`config.mk`:
```
export PLATFORM = sky130hd
export DESIGN_NAME = strs_ctrl
export DESIGN_NICKNAME = d
export VERILOG_FILES = /design/src/sv/strs_pkg.sv /design/src/sv/strs_ctrl.sv
export VERILOG_INCLUDE_DIRS = /design/src /design/src/sv
export SDC_FILE = /design/constraint.sdc
export NUM_CORES = 1
export LEC_CHECK = 0
export BUFFER_PORTS_ARGS = -buffer_cell sky130_fd_sc_hd__buf_2
export CAP_MARGIN = 20
export CORE_AREA = 10 10 47 49
export CTS_CLUSTER_SIZE = 14
export DETAILED_ROUTE_END_ITERATION = 10
export DIE_AREA = 0 0 57 59
export GPL_ROUTABILITY_DRIVEN = 0
export PLACE_DENSITY = 0.46
export SYNTH_ARGS = -nofsm -noshare
export SYNTH_HDL_FRONTEND = slang
export SYNTH_SLANG_ARGS = --single-unit
export TNS_END_PERCENT = 10
```
`constraint.sdc`:
```
create_clock -name clk -period 1.2 [get_ports clk]
set_input_delay 0.12 -clock clk [delete_from_list [all_inputs] [get_ports clk]]
set_output_delay 0.12 -clock clk [all_outputs]
set_load 0.1 [all_outputs]
```
`src/sv/assert_macros.svh`:
```
// Assertion macros shared by the range-sum tree RTL.
// No dependencies; included by the files that carry assertions.
`ifndef ASSERT_MACROS_SVH
`define ASSERT_MACROS_SVH

// Same-cycle implication, disabled during reset.
`define ASSERT_IMPLY(lbl, clk, rst, ante, cons) \
  lbl: assert property (@(posedge clk) disable iff (rst) (ante) |-> (cons)) \
    else $error("assertion failed");

// Next-cycle implication, disabled during reset.
`define ASSERT_NEXT(lbl, clk, rst, ante, cons) \
  lbl: assert property (@(posedge clk) disable iff (rst) (ante) |=> (cons)) \
    else $error("assertion failed");

`endif

```
`src/sv/strs_pkg.sv`:
```
// Shared types and constants for the segment-tree range-sum unit.
// No dependencies; used by strs_ctrl, strs_datapath and the top level.
package strs_pkg;

  localparam int LEAF_COUNT_DEF = 1024;
  localparam int IDX_W          = 10;
  localparam int VAL_W          = 32;
  localparam int RANGE_W        = 11;
  localparam int SUM_W          = 64;

  typedef struct packed {
    logic clr_step;
    logic ld_write;
    logic ld_query;
    logic w_up;
    logic q_a;
    logic q_b;
    logic res_load;
  } strs_cmd_t;

  typedef struct packed {
    logic clr_last;
    logic idx_ok;
    logic a_lt_b;
    logic at_root;
  } strs_stat_t;

endpackage

```
`src/sv/strs_ctrl.sv`:
```
// Controller: sequences clearing, leaf writes, range walks and result hand-off.
// Depends on strs_pkg and assert_macros.svh; drives strs_datapath.
`include "assert_macros.svh"

module strs_ctrl import strs_pkg::*; (
  input  logic       clk,
  input  logic       rst,
  input  logic       s_tvalid,
  output logic       s_tready,
  input  logic       mode,
  output logic       m_tvalid,
  input  logic       m_tready,
  input  strs_stat_t stat,
  output strs_cmd_t  cmd
);

  localparam logic [2:0] S_CLEAR = 3'd0;
  localparam logic [2:0] S_IDLE  = 3'd1;
  localparam logic [2:0] S_WUP   = 3'd2;
  localparam logic [2:0] S_QA    = 3'd3;
  localparam logic [2:0] S_QB    = 3'd4;
  localparam logic [2:0] S_QDONE = 3'd5;

  logic [2:0] state;
  logic [2:0] state_next;
  logic       accept;

  assign s_tready = (state == S_IDLE);
  assign accept   = s_tvalid & s_tready;

  always_comb begin
    cmd        = '0;
    state_next = state;
    case (state)
      S_CLEAR: begin
        cmd.clr_step = 1'b1;
        if (stat.clr_last) begin
          state_next = S_IDLE;
        end
      end
      S_IDLE: begin
        if (accept) begin
          if (mode) begin
            cmd.ld_query = 1'b1;
            state_next   = S_QA;
          end else if (stat.idx_ok) begin
            cmd.ld_write = 1'b1;
            state_next   = S_WUP;
          end
        end
      end
      S_WUP: begin
        cmd.w_up = 1'b1;
        if (stat.at_root) begin
          state_next = S_IDLE;
        end
      end
      S_QA: begin
        if (stat.a_lt_b) begin
          cmd.q_a    = 1'b1;
          state_next = S_QB;
        end else begin
          state_next = S_QDONE;
        end
      end
      S_QB: begin
        cmd.q_b    = 1'b1;
        state_next = S_QA;
      end
      S_QDONE: begin
        if (!m_tvalid || m_tready) begin
          cmd.res_load = 1'b1;
          state_next   = S_IDLE;
        end
      end
      default: state_next = S_IDLE;
    endcase
  end

  always_ff @(posedge clk) begin
    if (rst) begin
      state    <= S_CLEAR;
      m_tvalid <= 1'b0;
    end else begin
      state <= state_next;
      if (cmd.res_load) begin
        m_tvalid <= 1'b1;
      end else if (m_tready) begin
        m_tvalid <= 1'b0;
      end
    end
  end

  `ASSERT_NEXT(c_query_enters_walk, clk, rst, s_tvalid && s_tready && mode, state == S_QA)
  `ASSERT_IMPLY(c_clear_blocks_input, clk, rst, state == S_CLEAR, !s_tready)
  `ASSERT_IMPLY(c_no_result_overwrite, clk, rst, cmd.res_load && m_tvalid, m_tready)

endmodule

```
# Word-level counts from Yosys, hierarchy flattened
# Index checks and enable logic that the tools add are counted.
dict set report classes {
  n_eq_ne 10
  muxes 22
  bitwise_logic 1
  n_reduce_logical 5
}
# op count
set ops {}
lappend ops {{3-bit two-way mux} 6}
lappend ops {{3-bit case mux with 6 select lines} 1}
lappend ops {{1-bit two-way mux} 13}
lappend ops {{3-bit by 2-bit == test with 1-bit output (second input constant)} 2}
lappend ops {{3-bit == test (second input constant)} 2}
lappend ops {{2-bit inequality test (second input constant)} 3}
lappend ops {{5-bit AND reduction} 1}
lappend ops {{2-bit two-way mux} 2}
lappend ops {{3-bit by 1-bit == test with 1-bit output (second input constant)} 1}
lappend ops {{3-bit zero test} 1}
lappend ops {{3-bit by 1-bit inequality test with 1-bit output (second input constant)} 1}
lappend ops {{2-bit by 1-bit inequality test with 1-bit output (second input constant)} 1}
lappend ops {{2-bit nonzero test} 1}
lappend ops {{1-bit bitwise AND} 1}
lappend ops {{1-bit zero test} 1}
lappend ops {{1-bit logical OR} 1}
dict set report word_totals {
  regBits 4
  inputBits 9
  output_inout_bits 9
  wordCells 40
}

# Logic depth before layout (Yosys ltp)
dict set report depth {
  ltp_word 5
  depth_mapped 4
  mapped_depth_nobuf 3
}

# Worst setup path before layout
# OpenSTA, ideal clock, no wires.
dict set report synth_path {
  path_kind {register to output}
  startpoint {register state[0]}
  endpoint {output port cmd[5] in the netlist's numbering}
  arrival_time_ns 2.836
  t_required_ns 1.080
  setup_slack_ns -1.756
  stages_incl_launch_ff 3
  path_buffers 0
  cell_sequence {dfxtp_1 > nor2b_1 > nor3b_1}
}
# item line_no
set synth_lines {}
lappend synth_lines {{from (decl)} strs_ctrl.sv:24} ;# logic [2:0] state;
lappend synth_lines {{from (signal assigned)} strs_ctrl.sv:85} ;# state <= state_next;
lappend synth_lines {{to (decl)} strs_ctrl.sv:14} ;# output strs_cmd_t cmd

==> flow_summary.yaml <==
layout:
  drive_gt1_share_pct: 66.1
  nets: 72
  area_growth_pct: 141
  layout_common_cells: "9 x buf_2, 8 x buf_12, 8 x buf_4"
  fin_util_pct: 46.4
  diodes: 0
  final_common_cell: "buf_2"
  fin_area_um2: 651
critical_path:
  startpoint_type: "flip-flop"
  worstPathMaxFanout: 6
  worst_ep_arrival_time_ns: 1.19
  reg2reg_slack_ns: 0.07
  end_kind: "output pin"
  critical_path.top_delay_family: "flip-flops"
  path_cells: "buf_6 > nor3b_4 > buf_12"
  required_ns: 1.08
  startpoint: "state[1]"
  rr_startpoint: "state[1]"
  critPathBufInv: 2
  max_stage_delay_ns: 0.36
  path_class: "flip-flop to output pin"
  cp_slowest_cell: "dfxtp_4"
synthesis:
  ys_seq_area_share_pct: 29.6
  syn_area_um2: 270
  yosysUniqueCellTypes: 20
  synthTopCellsByArea: "dfxtp_1 30%, nor2b_1 6.9%, nor3b_4 6.9%"
  yosysTopAreaCell: "dfxtp_1"
  synthDominantCellAreaShare_pct: 29.6
  synth_warnings: 0
  ys_seq_elements: 4
  syn_inst: 32
  syn_avg_cell_area_um2: 8.45
  syn_nets: 41
cts:
  cts_buffers: 3
  clk_pin_slew_ns: 0.04
  cts.sinks: 4
  h-tree-depth: 1
  cts-root-buf: "clkbuf_4"
  cts_tree: "done"
  insertion_delay_ns: 0.23
  clk_path_buf_depth: 2
die:
  dieArea_mm2: 0.00336
  die_w_um: 57
  coreArea_mm2: 0.00140
  io_pins: 18
  die_y_um: 59
  num_rows: 14
  start_util_pct: 19.3
min_path:
  hold_path.class: "primary input to flip-flop"
  min_from: "rst"
grt:
  grt_util_all_layers_pct: 5.27
  antenna_found_initial: 0
  grt_pass1_vias: 368
  grt_overflow_total: 0
  grt_first_pass_wirelength_um: 1480
  grt_max_degree: 7
routing:
  initialDrtViolationCount: 3
  via_count: 336
  wirelength_um: 898
  first_pass_iters: 4
  viasPerCell: 4.31
  wl_per_cell_um: 11.5
  postRouteAntennaNets: 0
  drc: 0
flow_run:
  drv_cap: 0
timing:
  worstMarginPinSlew_ns: 0.487
  min_period_ns: 1.31
  maxSlewHeadroom_pct: 67.8
  finalSetupViolations: 8
  hold_viol: 0
  drv_slew: 0
  rsz0062_at_grt: "yes"
  setup_ws_ns: -0.114
  hold_slack_ns: 0.0839
  fin_crit_sh_pct: 110
  tns_ns: -0.649
  clock.fmax_mhz: 761
  worst_clock_skew_ns: 0.00455
power_and_ir_drop:
  powerDensity_mw_per_mm2: 890
  vdd_drop_max_uv: 492
  leakagePower_nw: 0.282
placed_design:
  numPortBuffers: 17
  place_ws_ns: 0.0170
  hpwl_um: 741
  place_area_um2: 557
run_status:
  violations: "negative setup slack"
  status: "finished with violations"
## flip-flops by register name (all words and copies together), names as in the netlist
signal and flops:
state 3, m_tvalid 1
## what timing repair did
item,CTS,global route
gates resized for setup,10,2
hold buffers,0,0
pin swaps,2,3
setup buffers,2,2
setup endpoints to repair,8,9
## cell usage after synthesis
library cell / instances
dfxtp_1: 4
a21oi_1: 3
nor2_1: 3
nor2b_1: 3
and3_1: 2
nand2_1: 2
nor3b_1: 2
a221oi_1: 1
a31oi_1: 1
and2_1: 1
and2b_1: 1
buf_6: 1
inv_1: 1
mux2i_1: 1
nand3b_1: 1
nor3_1: 1
nor3b_2: 1
nor3b_4: 1
o211ai_1: 1
o21ai_0: 1
## power by group
group | leakage, nW | total (W) | switching (W) | internal (W)
Clock | 0.0150 | 0.000181 | 0.0000557 | 0.000125
Sequential | 0.0347 | 0.000145 | 0.00000831 | 0.000136
Combinational | 0.233 | 0.000254 | 0.000144 | 0.000110
## final cells by class
| class | instances | area (µm²) |
|---|---|---|
| fillers | 138 | 751 |
| flip-flops and latches | 4 | 91.3 |
| clock buffers | 4 | 26.3 |
| well taps | 16 | 20.0 |
| multi-input cells | 26 | 229 |
| inverters | 1 | 3.75 |
| repair buffers | 27 | 280 |
## worst paths after layout
| kind | to | cells past startpoint |
|---|---|---|
| setup / recovery | cmd[1] | 3 |
| hold / removal | state[1] | 2 |
| setup reg to reg | state[1] | 5 |
| hold reg to reg | state[0] | 2 |
## kinds of logic (layout without fill, tap and decap cells)
family	count (synthesis)	in the layout	synth area share, %
flops	4	4	29.6
compound gates	7	7	15.7
mux	1	1	3.70
simple gates	18	18	45.4
buf+inv	2	32	5.55
## worst reg2reg max path, delay by kind of cell, from the launching register on
kind	cells	cell delay, ns
AOI/OAI and AO/OA	2	0.16
and+or+nand+nor	1	0.25
DFF	1	0.36
buffers and inverters	2	0.28
## metrics by stage
| step | instances | total power (W) |
|---|---|---|
| floorplan | 32 | 0.000285 |
| global placement | 70 | 0.000381 |
| detailed placement | 70 | 0.000382 |
| finish | 78 | 0.000579 |
| global route | 78 | 0.000620 |
| CTS | 76 | 0.000582 |
## layer usage
metal	global-route usage, %	routed length (µm)
met5	0	0
met4	3.02	0
met3	1.72	71
met2	9.77	504
met1	4.99	321
(Power assumes the default switching activity.)
